--- config.mk ---
export PLATFORM = sky130hd
export DESIGN_NAME = integer_to_roman_numeral
export DESIGN_NICKNAME = d
export VERILOG_FILES = /design/src/sv/i2r_pkg.sv /design/src/sv/i2r_letter.sv /design/src/sv/integer_to_roman_numeral.sv
export SDC_FILE = /design/constraint.sdc
export NUM_CORES = 1
export LEC_CHECK = 0
export ABC_AREA = 1
export BUFFER_PORTS_ARGS = -buffer_cell sky130_fd_sc_hd__clkbuf_2
export CORE_ASPECT_RATIO = 1.2
export CORE_MARGIN = 2
export CORE_UTILIZATION = 58
export CTS_CLUSTER_SIZE = 40
export DETAILED_ROUTE_END_ITERATION = 16
export GPL_ROUTABILITY_DRIVEN = 0
export GPL_TIMING_DRIVEN = 0
export PLACE_DENSITY = 0.78
export SETUP_SLACK_MARGIN = 0.15
export SYNTH_ARGS = -nofsm -noshare
export SYNTH_HDL_FRONTEND = slang
export SYNTH_SLANG_ARGS = --single-unit
--- constraint.sdc ---
create_clock -name clk_i -period 6.4 [get_ports clk_i]
set_clock_uncertainty 0.1 [all_clocks]
set_input_delay 0.32 -clock clk_i [delete_from_list [all_inputs] [get_ports clk_i]]
set_output_delay 0.32 -clock clk_i [all_outputs]
set_load 0.01 [all_outputs]
--- src/sv/i2r_pkg.sv ---
// Package: types, constants and control store for the integer to Roman numeral converter.
package i2r_pkg;

  localparam int unsigned MaxValue = 3999;
  localparam int unsigned ValW     = 12;
  localparam int unsigned PcW      = 4;

  typedef enum logic [1:0] {
    OP_WAIT,
    OP_DIV,
    OP_EMIT,
    OP_ERR
  } op_e;

  typedef struct packed {
    op_e            op;
    logic [1:0]     pos;
    logic [PcW-1:0] nxt;
  } uword_t;

  typedef struct packed {
    logic [7:0] symbol;
    logic [2:0] len;
  } letter_t;

  localparam logic [PcW-1:0] StepIdle = 4'd0;
  localparam logic [PcW-1:0] StepErr  = 4'd9;

  // powers of ten, indexed by digit position
  localparam logic [ValW-1:0] Divisor [4] = '{12'd1, 12'd10, 12'd100, 12'd1000};

  localparam logic [7:0] OneLetter  [4] = '{"I", "X", "C", "M"};
  localparam logic [7:0] FiveLetter [4] = '{"V", "L", "D", 8'h00};
  localparam logic [7:0] TenLetter  [4] = '{"X", "C", "M", 8'h00};

  localparam logic [2:0] DigitLen [10] = '{3'd0, 3'd1, 3'd2, 3'd3, 3'd2,
                                           3'd1, 3'd2, 3'd3, 3'd4, 3'd2};
  // two bits per letter: 0 one, 1 five, 2 ten
  localparam logic [7:0] DigitPat [10] = '{8'h00, 8'h00, 8'h00, 8'h00, 8'h04,
                                           8'h01, 8'h01, 8'h01, 8'h01, 8'h08};

  function automatic uword_t ucode(logic [PcW-1:0] pc);
    uword_t w;
    case (pc)
      4'd0:    w = '{op: OP_WAIT, pos: 2'd0, nxt: 4'd1};
      4'd1:    w = '{op: OP_DIV,  pos: 2'd3, nxt: 4'd2};
      4'd2:    w = '{op: OP_DIV,  pos: 2'd2, nxt: 4'd3};
      4'd3:    w = '{op: OP_DIV,  pos: 2'd1, nxt: 4'd4};
      4'd4:    w = '{op: OP_DIV,  pos: 2'd0, nxt: 4'd5};
      4'd5:    w = '{op: OP_EMIT, pos: 2'd3, nxt: 4'd6};
      4'd6:    w = '{op: OP_EMIT, pos: 2'd2, nxt: 4'd7};
      4'd7:    w = '{op: OP_EMIT, pos: 2'd1, nxt: 4'd8};
      4'd8:    w = '{op: OP_EMIT, pos: 2'd0, nxt: StepIdle};
      4'd9:    w = '{op: OP_ERR,  pos: 2'd0, nxt: StepIdle};
      default: w = '{op: OP_WAIT, pos: 2'd0, nxt: StepIdle};
    endcase
    return w;
  endfunction

endpackage

--- src/sv/i2r_letter.sv ---
// Letter lookup: digit, position and letter index to ASCII symbol and pattern length.
module i2r_letter (
  input  logic [1:0]       pos_i,
  input  logic [3:0]       digit_i,
  input  logic [1:0]       idx_i,
  output i2r_pkg::letter_t letter_o
);

  logic [7:0] pat;
  logic [1:0] sel;

  always_comb begin
    if (digit_i <= 4'd9) begin
      pat          = i2r_pkg::DigitPat[digit_i];
      letter_o.len = i2r_pkg::DigitLen[digit_i];
    end else begin
      pat          = 8'h00;
      letter_o.len = 3'd0;
    end
    sel = pat[{idx_i, 1'b0} +: 2];
    case (sel)
      2'd1:    letter_o.symbol = i2r_pkg::FiveLetter[pos_i];
      2'd2:    letter_o.symbol = i2r_pkg::TenLetter[pos_i];
      default: letter_o.symbol = i2r_pkg::OneLetter[pos_i];
    endcase
  end

endmodule

--- src/sv/integer_to_roman_numeral.sv ---
// Top level: microcoded integer to Roman numeral converter.
//
//  channel | direction | handshake               | payload
//  --------+-----------+-------------------------+----------------------------------
//  command | in        | start_i high, busy_o low | value_i
//  result  | out       | strobe_o, one cycle      | symbol_o, last_o, too_large_o
//
// One item: the accept step, then repeated subtraction for each digit position, thousands first,
// then the emit steps that send each position's letters, in the same order.
// Values above 3999 give one error result.
// The step counter and its control word set the pace; at most one letter leaves per cycle.
// Reset clears the step counter, the letter index and the result strobe. Results cannot be held off.
module integer_to_roman_numeral (
  input  logic        clk_i,
  input  logic        rst_ni,
  input  logic        start_i,
  input  logic [15:0] value_i,
  output logic        busy_o,
  output logic        strobe_o,
  output logic [7:0]  symbol_o,
  output logic        last_o,
  output logic        too_large_o
);

  logic [i2r_pkg::PcW-1:0]  pc_q, pc_d;
  logic [i2r_pkg::ValW-1:0] v_q, v_d;
  logic [3:0]               dig_q [4];
  logic [3:0]               dig_d [4];
  logic [1:0]               k_q, k_d;
  logic                     strobe_q, strobe_d;
  logic [7:0]               symbol_q, symbol_d;
  logic                     last_q, last_d, too_large_q, too_large_d;
  i2r_pkg::uword_t          uw;
  i2r_pkg::letter_t         letter;
  logic                     lower_zero;
  logic                     end_of_digit;

  assign uw = i2r_pkg::ucode(pc_q);

  i2r_letter u_letter (
    .pos_i    (uw.pos),
    .digit_i  (dig_q[uw.pos]),
    .idx_i    (k_q),
    .letter_o (letter)
  );

  always_comb begin
    lower_zero = 1'b1;
    for (int i = 0; i < 4; i++) begin
      if (i < int'(uw.pos) && dig_q[i] != 4'd0) begin
        lower_zero = 1'b0;
      end
    end
  end

  assign end_of_digit = ({1'b0, k_q} == letter.len - 3'd1);

  always_comb begin
    pc_d        = pc_q;
    v_d         = v_q;
    dig_d       = dig_q;
    k_d         = k_q;
    strobe_d    = 1'b0;
    symbol_d    = symbol_q;
    last_d      = last_q;
    too_large_d = too_large_q;
    case (uw.op)
      i2r_pkg::OP_WAIT: begin
        if (start_i) begin
          v_d   = value_i[i2r_pkg::ValW-1:0];
          dig_d = '{default: 4'd0};
          k_d   = 2'd0;
          if (value_i > 16'(i2r_pkg::MaxValue)) begin
            pc_d = i2r_pkg::StepErr;
          end else if (value_i != 16'd0) begin
            pc_d = uw.nxt;
          end
        end
      end
      i2r_pkg::OP_DIV: begin
        if (v_q >= i2r_pkg::Divisor[uw.pos]) begin
          v_d            = v_q - i2r_pkg::Divisor[uw.pos];
          dig_d[uw.pos]  = dig_q[uw.pos] + 4'd1;
        end else begin
          pc_d = uw.nxt;
        end
      end
      i2r_pkg::OP_EMIT: begin
        if (letter.len == 3'd0) begin
          k_d  = 2'd0;
          pc_d = uw.nxt;
        end else begin
          strobe_d    = 1'b1;
          symbol_d    = letter.symbol;
          last_d      = end_of_digit && lower_zero;
          too_large_d = 1'b0;
          if (end_of_digit) begin
            k_d  = 2'd0;
            pc_d = uw.nxt;
          end else begin
            k_d = k_q + 2'd1;
          end
        end
      end
      i2r_pkg::OP_ERR: begin
        strobe_d    = 1'b1;
        symbol_d    = 8'h00;
        last_d      = 1'b1;
        too_large_d = 1'b1;
        pc_d        = uw.nxt;
      end
      default: pc_d = i2r_pkg::StepIdle;
    endcase
  end

  always_ff @(posedge clk_i or negedge rst_ni) begin
    if (!rst_ni) begin
      pc_q     <= i2r_pkg::StepIdle;
      k_q      <= 2'd0;
      strobe_q <= 1'b0;
    end else begin
      pc_q     <= pc_d;
      k_q      <= k_d;
      strobe_q <= strobe_d;
    end
  end

  always_ff @(posedge clk_i) begin
    v_q         <= v_d;
    dig_q       <= dig_d;
    symbol_q    <= symbol_d;
    last_q      <= last_d;
    too_large_q <= too_large_d;
  end

  assign busy_o      = (uw.op != i2r_pkg::OP_WAIT);
  assign strobe_o    = strobe_q;
  assign symbol_o    = symbol_q;
  assign last_o      = last_q;
  assign too_large_o = too_large_q;

endmodule

# --- Yosys cells after proc, flatten, opt, wreduce, memory -nomap -nowiden ---
# Memory sizes are Yosys's and may differ from the RTL's.
# Index checks and enable logic that the tools add are counted.
totals:
  memories: 3
  mem_bits_ro: 304
  out_inout_bits: 12
  word_cells: 114
  ff_bits: 45
  inputBits: 19
op_classes:
  bitwise_logic: 2
  muxes: 53
  magnitude_cmp: 9
  addsub: 4
  n_eq_ne: 12
  n_shift: 1
  n_reduce_logical: 19
mem_list:
  columns: ["memory", "depth", "word_bits", "rd", "rd_clocked_by_memory_dff", "write_ports", "line_no", "rtl"]
  rows:
  - ["(name not given)", 16, 8, 1, 0, 0, "i2r_letter.sv:14", "pat = i2r_pkg::DigitPat[digit_i];"]
  - ["(name not given)", 16, 8, 1, 0, 0, "i2r_pkg.sv:44", "case (pc)"]
  - ["(name not given)", 16, 3, 1, 0, 0, "i2r_letter.sv:15", "letter_o.len = i2r_pkg::DigitLen[digit_i];"]
op_table:
  columns: ["cell", "n"]
  rows:
  - ["$mux 8", 10]
  - ["$bmux 8 s2", 3]
  - ["$mux 12", 4]
  - ["$mux 4", 9]
  - ["$mux 16", 2]
  - ["$pmux 16 s2", 1]
  - ["$pmux 8 s2", 2]
  - ["$bmux 12 s2", 1]
  - ["$pmux 12 s2", 1]
  - ["$bwmux 16", 1]
  - ["$gt 16x12->1 const B", 1]
  - ["$pmux 4 s4", 1]
  - ["$reduce_bool 16->1", 1]
  - ["$ge 12x12->1", 1]
  - ["$reduce_bool 4->1", 3]
  - ["$sub 12x12->12", 1]
  - ["$mux 3", 3]
  - ["$bmux 4 s2", 1]
  - ["$demux 4 s2", 1]
  - ["$ne 2x2->1 const B", 4]
  - ["$reduce_bool 2->1", 4]
  - ["$shiftx 8x4->2", 1]
  - ["$eq 2x2->1 const B", 3]
  - ["$mux 1", 6]
  - ["23 further kinds", 35]

# --- Longest topological paths before layout ---
# Gate-level depths: netlist of run 1.
# An unclocked memory read counts as a cell.
depth:
  ltp_word: 15
  depth_mapped: 22

# --- Hierarchy ---
# A second synthesis of run 1 with hierarchy kept.
unflattened:
  cells_unflattened: 470
  hier_area_um2: 3602.2
by_module_without_submodules:
  columns: ["mod", "seq_area_each_um2", "area_each_um2", "instances", "cells_each"]
  rows:
  - ["integer_to_roman_numeral", 1316.3, 3253.1, 1, 406]
  - ["i2r_letter", 0.0, 349.1, 1, 64]

# --- Worst setup path after synthesis of run 1 ---
# No wires, ideal clock.
synth_timing:
  kind: "register to register"
  start: "register pc_q[0] in the netlist's numbering"
  end: "register dig_q[0] in the netlist's numbering, enable pin"
  path_buffers: 2
  period_less_slack_ns: 4.154
  path_slack_ns: 2.246
  arrival_time_ns: 3.444
  path_stages_with_launch: 18
  path_cell_list: "dfrtp_1 -> buf_2 -> inv_1 -> ha_1 -> nand2_8 -> inv_4 -> ha_1 -> clkbuf_1 -> inv_1 -> ha_1 -> nand2_1 -> inv_1 -> a21oi_1 -> nand2_1 -> nand2_1 -> nand2_1 -> nand2_1 -> o21ai_0"
synth_between:
  elab_chain_len: 8
  word_cells_on_any_way: 12
  cone_classes: "order compare: 1; eq/ne: 3; mux: 3; bitwise: 1; reduce/logical: 3; memory: 1"
synth_rtl:
  columns: ["element", "line_no", "rtl"]
  rows:
  - ["from (decl)", "integer_to_roman_numeral.sv:25", "logic [i2r_pkg::PcW-1:0] pc_q, pc_d;"]
  - ["from (signal assigned)", "integer_to_roman_numeral.sv:118", "pc_q <= i2r_pkg::StepIdle;"]
  - ["from (signal assigned)", "integer_to_roman_numeral.sv:122", "pc_q <= pc_d;"]
  - ["$mem_v2 16x8 (*)", null, null]
  - ["$not 2->3 (implied by the code)", "integer_to_roman_numeral.sv:81", "if (v_q >= i2r_pkg::Divisor[uw.pos]) begin"]
  - ["$bmux 12 s2", "integer_to_roman_numeral.sv:81", null]
  - ["$mux 12 (implied by the code) (2 in a row)", "integer_to_roman_numeral.sv:81", null]
  - ["$ge 12x12->1", "integer_to_roman_numeral.sv:81", null]
  - ["$ne 2x2->1 (no source line)", null, null]
  - ["$reduce_and 3->1 (no source line) (*)", null, null]
  - ["to (signal assigned)", "integer_to_roman_numeral.sv:130", "dig_q <= dig_d;"]
  - ["to (decl)", "integer_to_roman_numeral.sv:27", "logic [3:0] dig_q [4];"]
# Mark *: on every way between the ends. The rest lies on a longest branch, timed or not. The select of a mux whose other input is x is not followed.
# A chain may end at the register's enable or synchronous reset.

# --- Worst setup path after layout of run 1 ---
layout_timing:
  start: "register pc_q[0] in the netlist's numbering"
  end: "register dig_q[2] in the netlist's numbering, enable pin"
# Same word-level chain as after synthesis.

==> results of run 1 <==
==> worst max-delay path, cell delays in order (launching register included) <==
cell      delay, ns
dfrtp_1        0.43
buf_2          0.26
inv_1          0.12
ha_1           0.39
nand2_8        0.13
inv_4          0.13
ha_1           0.15
clkbuf_1       0.36
inv_1          0.26
ha_1           0.42
nand2_1        0.10
nor2_1         0.15
nand2_1        0.08
nand2_1        0.10
nand2_1        0.09
nand2_1        0.11
nand2_1        0.08
o21ai_2        0.32
buf_8          0.25
==> flip-flops by register name, summed over array words and instances, names as in the netlist <==
signal       cells
pc_q             4
too_large_o      1
strobe_o         1
last_o           1
k_q              2
symbol_o         6
v_q             12
dig_q           16
==> metrics by stage <==
| step | std cells | hold slack, ns |
|---|---|---|
| global route | 558 | 0.242 |
| detailed placement | 549 | 0.0630 |
| floorplan | 440 | -0.0756 |
| finish | 558 | 0.215 |
| global placement | 548 | 0.0605 |
| CTS | 558 | 0.217 |
==> cell type report <==
class / count / area (sq um)
fillers: 500 / 1880
multi-input cells: 326 / 1850
flip-flops and latches: 43 / 1260
inverters: 58 / 223
repair buffers: 30 / 165
clock buffers: 7 / 108
well taps: 80 / 100
plain buffers: 13 / 82.6
clock inverters: 1 / 5.00
==> metal layers <==
metal,routed length [um],global-route usage [%],part of all wire [%]
met1,3260,30.7,43
met2,3870,44.2,51
met3,268,4.49,3.6
met4,108,8.10,1.4
met5,0,0,0
==> synth_stat cells (3+ instances only) <==
cell	instances	area, sq um
nand2_1	98	368
nor2_1	57	214
inv_1	51	191
edfxtp_1	36	1080
a21oi_1	27	135
ha_1	27	338
nand3_1	26	130
o21ai_0	22	110
nand2_2	9	56.3
o21ai_1	8	40.0
dfrtp_1	7	175
xor2_1	6	52.6
buf_2	5	25.0
inv_2	5	18.8
nand2_4	5	56.3
nand3_2	5	50.1
clkbuf_1	4	15.0
buf_4	3	22.5
nor3_1	3	15.0
o22ai_1	3	18.8
==> cells by family (layout without fill, tap and decap cells) <==
group	Yosys count	in the layout	synth area share (%)
simple gates	213	213	28.7
compound gates	75	75	12.6
buf+inv	71	109	8.96
flops	43	43	36.9
fa+ha+maj	28	28	10.5
xor+xnor	8	8	2.28
other cells	1	2	0.110
==> worst paths after layout <==
check	start	endpoint	slack, ns	depth (start not counted)
hold reg to reg	pc_q[1]	pc_q[1]	0.48	2
setup reg to reg	pc_q[0]	dig_q[2]	2.07	18
max in group asynchronous	rst_ni	pc_q[0]	5.77	2
hold / removal	value_i[4]	v_q[4]	0.22	3
min in group asynchronous	rst_ni	strobe_o	0.27	2
setup / recovery	pc_q[0]	dig_q[2]	2.07	18
==> impl_metrics.py, run 1 <==
metrics = {
    "setup_path": {
        "cp.required_ns": 6.31,
        "cp_max_fo": 15,
        "arrival_ns": 4.24,
        "critPathLaunchType": "flip-flop",
        "worstSetupPathType": "flip-flop to flip-flop",
        "end_kind": "flip-flop",
    },
    "clock_network": {
        "htreeDepth": 2,
        "post_cts_buffers": 0,
        "cts_resized": 0,
        "cts_tree": "built",
        "clk_pin_slew_worst_paths_ns": 0.09,
        "cts_inserted_buffers": 5,
        "clk_path_buf_depth": 2,
        "clock-sinks": 43,
        "cts_hold_buf": 1,
        "worstSkewPairLatency_ns": 0.30,
        "root_buffer": "clkbuf_8",
    },
    "floorplanning": {
        "start_util_pct": 60.1,
        "die_y_um": 88.0,
        "pin_count": 31,
        "floorplan.rows": 30,
        "core_sq_um": 5670,
        "die_x_um": 74.0,
        "die_area_sq_um": 6510,
    },
    "synth": {
        "ys_ff_latch": 43,
        "postSynthAreaPerCell_sq_um": 7.76,
        "syn_inst": 439,
        "synth_top_flop_cell": "edfxtp_1",
        "synth_area_sq_um": 3410,
        "async_reset_ff_share_pct": 16.3,
        "ys_types": 44,
        "yosysSeqAreaShare_pct": 36.9,
        "synth-edff-count": 36,
        "synth_warnings": 0,
    },
    "routing": {
        "firstDrtPassIters": 4,
        "dr.first_iter.drc_count": 156,
        "via_per_inst": 5.29,
        "drc": 0,
        "vias": 2952,
        "wl_per_cell_um": 13.5,
        "totalWireLength_um": 7510,
        "antenna_left": 0,
    },
    "finish": {
        "drive_above_1_share_pct": 17.4,
        "most-common-layout-cells": "nand2_1 (98), nor2_1 (57), inv_1 (51), edfxtp_1 (36), clkbuf_2 (28)",
        "final_common_cell": "nand2_1",
        "insertedDiodeCount": 0,
        "postLayoutCoreUtil_pct": 66.9,
        "syn2layout_area_growth_pct": 11.3,
        "final_area_sq_um": 3790,
        "nets": 524,
    },
    "placement": {
        "hpwlAfterDp_um": 5830,
        "place_area_sq_um": 3670,
        "port-buffer-count": 28,
        "place_ws_ns": 2.15,
    },
    "grt": {
        "grt_pass1_vias": 2849,
        "grt_max_degree": 16,
        "grtUsageTotal_pct": 25.0,
        "overflow": 0,
        "grt_antenna_before_repair": 0,
        "grt_pass1_wl_um": 12600,
    },
    "timing": {
        "hold_violations": 0,
        "fin_ws_ns": 2.07,
        "worst_slew_pin_slew_ns": 0.818,
        "max_freq_mhz": 231,
        "finalMaxSlewViolations": 0,
        "slew_headroom_pct": 45.4,
        "finalSetupViolCount": 0,
        "setup-tns-final_ns": 0,
        "min_period_ns": 4.33,
        "fin_crit_sh_pct": 67.7,
        "rsz0062_at_grt": "false",
    },
    "flow_run": {
        "cap_violations": 0,
    },
    "run_status": {
        "status": "complete, no violations",
    },
    "worst_hold_path": {
        "hold_path.class": "input pin to flip-flop",
    },
}
Power of run 1 is left out: the tool's default activity adds up to more than one toggle a clock period on the data nets, which glitch-free logic cannot reach.
==> run 2: changes to the inputs <==
--- a/config.mk
+++ b/config.mk
@@ -9,7 +9,7 @@
 export BUFFER_PORTS_ARGS = -buffer_cell sky130_fd_sc_hd__clkbuf_2
 export CORE_ASPECT_RATIO = 1.2
 export CORE_MARGIN = 2
-export CORE_UTILIZATION = 58
+export CORE_UTILIZATION = 55
 export CTS_CLUSTER_SIZE = 40
 export DETAILED_ROUTE_END_ITERATION = 16
 export GPL_ROUTABILITY_DRIVEN = 0
==> constraint.sdc (replaced) <==
create_clock -name clk_i -period 3.9 [get_ports clk_i]
set_clock_uncertainty 0.1 [all_clocks]
set_input_delay 0.195 -clock clk_i [delete_from_list [all_inputs] [get_ports clk_i]]
set_output_delay 0.195 -clock clk_i [all_outputs]
set_load 0.01 [all_outputs]
==> impl_metrics.py, run 2 (synthesis gave the netlist of run 1 again) <==
metrics = {
    "finish": {
        "final_area_sq_um": 3840,
        "final_common_cell": "nand2_1",
        "largest_register_ffs": 16,
        "syn2layout_area_growth_pct": 12.8,
        "postLayoutCoreUtil_pct": 63.9,
        "drive_above_1_share_pct": 18.7,
        "nets": 527,
        "most-common-layout-cells": "nand2_1 (97), nor2_1 (57), inv_1 (50), edfxtp_1 (36), clkbuf_2 (29)",
        "top_register": "dig_q",
        "insertedDiodeCount": 0,
    },
    "setup_path": {
        "cp_max_fo": 13,
        "crit_chain": "buf_4 -> inv_1 -> ha_4 -> nand2_8 -> inv_4 -> ha_1 -> buf_2 -> inv_2 -> ha_1 -> nand2_1 -> nor2_1 -> nand2_1 -> nand2_1 -> nand2_1 -> nand2_1 -> nand2_2 -> o21ai_4",
        "worstReg2RegEnd": "v_q[2]",
        "end_kind": "flip-flop",
        "cp.required_ns": 3.77,
        "cp-startpoint": "pc_q[0]",
        "worstSetupPathType": "flip-flop to flip-flop",
        "arrival_ns": 3.40,
        "crit_path_frequent_cell": "nand2_1",
        "rrSetupSlack_ns": 0.37,
        "critPathMaxStageDelay_ns": 0.38,
        "crit_family": "simple AND/OR/NAND/NOR gates",
        "rr_worst_depth": 17,
        "critPathLaunchType": "flip-flop",
        "slowest_stage": "dfrtp_1",
        "cp_num_buf_inv": 5,
        "rr_startpoint": "pc_q[0]",
    },
    "clock_network": {
        "cts_inserted_buffers": 5,
        "clk_path_buf_depth": 2,
        "root_buffer": "clkbuf_8",
        "clock-sinks": 43,
        "worstSkewPairLatency_ns": 0.29,
        "cts_tree": "built",
        "htreeDepth": 2,
        "clk_pin_slew_worst_paths_ns": 0.08,
    },
    "timing": {
        "finalSetupViolCount": 0,
        "finalMaxSlewViolations": 0,
        "hold_violations": 0,
        "rsz0062_at_grt": "false",
        "max_freq_mhz": 284,
        "min_period_ns": 3.53,
        "hold-worst-slack_ns": 0.0934,
        "fin_crit_sh_pct": 90.4,
        "fin_ws_ns": 0.374,
    },
    "worst_hold_path": {
        "hold_path.class": "input pin to flip-flop",
        "hold_start": "value_i[1]",
        "min_to": "v_q[1]",
        "hold_path_depth": 3,
    },
    "routing": {
        "firstDrtPassIters": 5,
        "drc": 0,
        "via_per_inst": 5.42,
        "wl_per_cell_um": 13.9,
        "vias": 3053,
        "antenna_left": 0,
        "dr.first_iter.drc_count": 216,
        "totalWireLength_um": 7840,
    },
    "placement": {
        "port-buffer-count": 28,
        "hpwlAfterDp_um": 5700,
        "place_area_sq_um": 3660,
        "place_ws_ns": -0.376,
    },
    "floorplanning": {
        "die_x_um": 75.9,
        "die_area_sq_um": 6840,
        "floorplan.rows": 31,
        "die_y_um": 90.2,
        "pin_count": 31,
        "core_sq_um": 6010,
        "start_util_pct": 56.7,
    },
    "grt": {
        "grt_pass1_vias": 2875,
        "grtUsageTotal_pct": 24.3,
        "grt_pass1_wl_um": 12800,
        "overflow": 0,
        "grt_max_degree": 15,
        "grt_antenna_before_repair": 0,
    },
    "flow_run": {
        "cap_violations": 0,
    },
    "run_status": {
        "status": "complete, no violations",
    },
}
run 2: through the flow:
step	cells	setup TNS (ns)
finish	563	0
global route	563	0
CTS	561	0
detailed placement	550	-10.48
global placement	550	-9.65
floorplan	440	0
run 2: worst max path at each step:
stage	end	slack [ns]	cells after the start
6_report	v_q[2]	0.37	17
5_1_grt	dig_q[15]	0.15	17
4_1_cts	v_q[0]	0.12	17
3_5_place_dp	dig_q[14]	-0.38	17
3_3_place_gp	dig_q[10]	-0.35	17
2_1_floorplan	dig_q[0]	0.41	17
run 2: per-layer routing:
layer	vias to the layer above	track usage (%)	routed length, um
li1	1528	-	-
met1	1415	29.2	3160
met2	93	41.7	4120
met3	17	4.48	384
met4	0	8.77	175
met5	-	0	0
run 2: what timing repair did:
item / 4_1_cts / 5_1_grt
setup buffers: 0 / 1
pin swaps: 0 / 1
endpoints found under the hold margin: 7 / 0
gates cloned: 2 / 1
gates resized for setup: 6 / 12
hold buffers: 1 / 0
endpoints found under the setup margin: 44 / 50
run 2: tightest hold or removal path, cell delays in order:
cell	delay (ns)
clkbuf_2	0.09
nand2_1	0.04
o21ai_0	0.05
run 2: area by class of cell:
cell class / instances / area [sq um]
fillers: 526 / 2170
multi-input cells: 329 / 1930
flip-flops and latches: 43 / 1260
inverters: 58 / 223
repair buffers: 30 / 158
well taps: 82 / 103
plain buffers: 13 / 95.1
clock buffers: 6 / 72.6
clock inverters: 2 / 7.51
Power of run 2 is left out for the same reason.
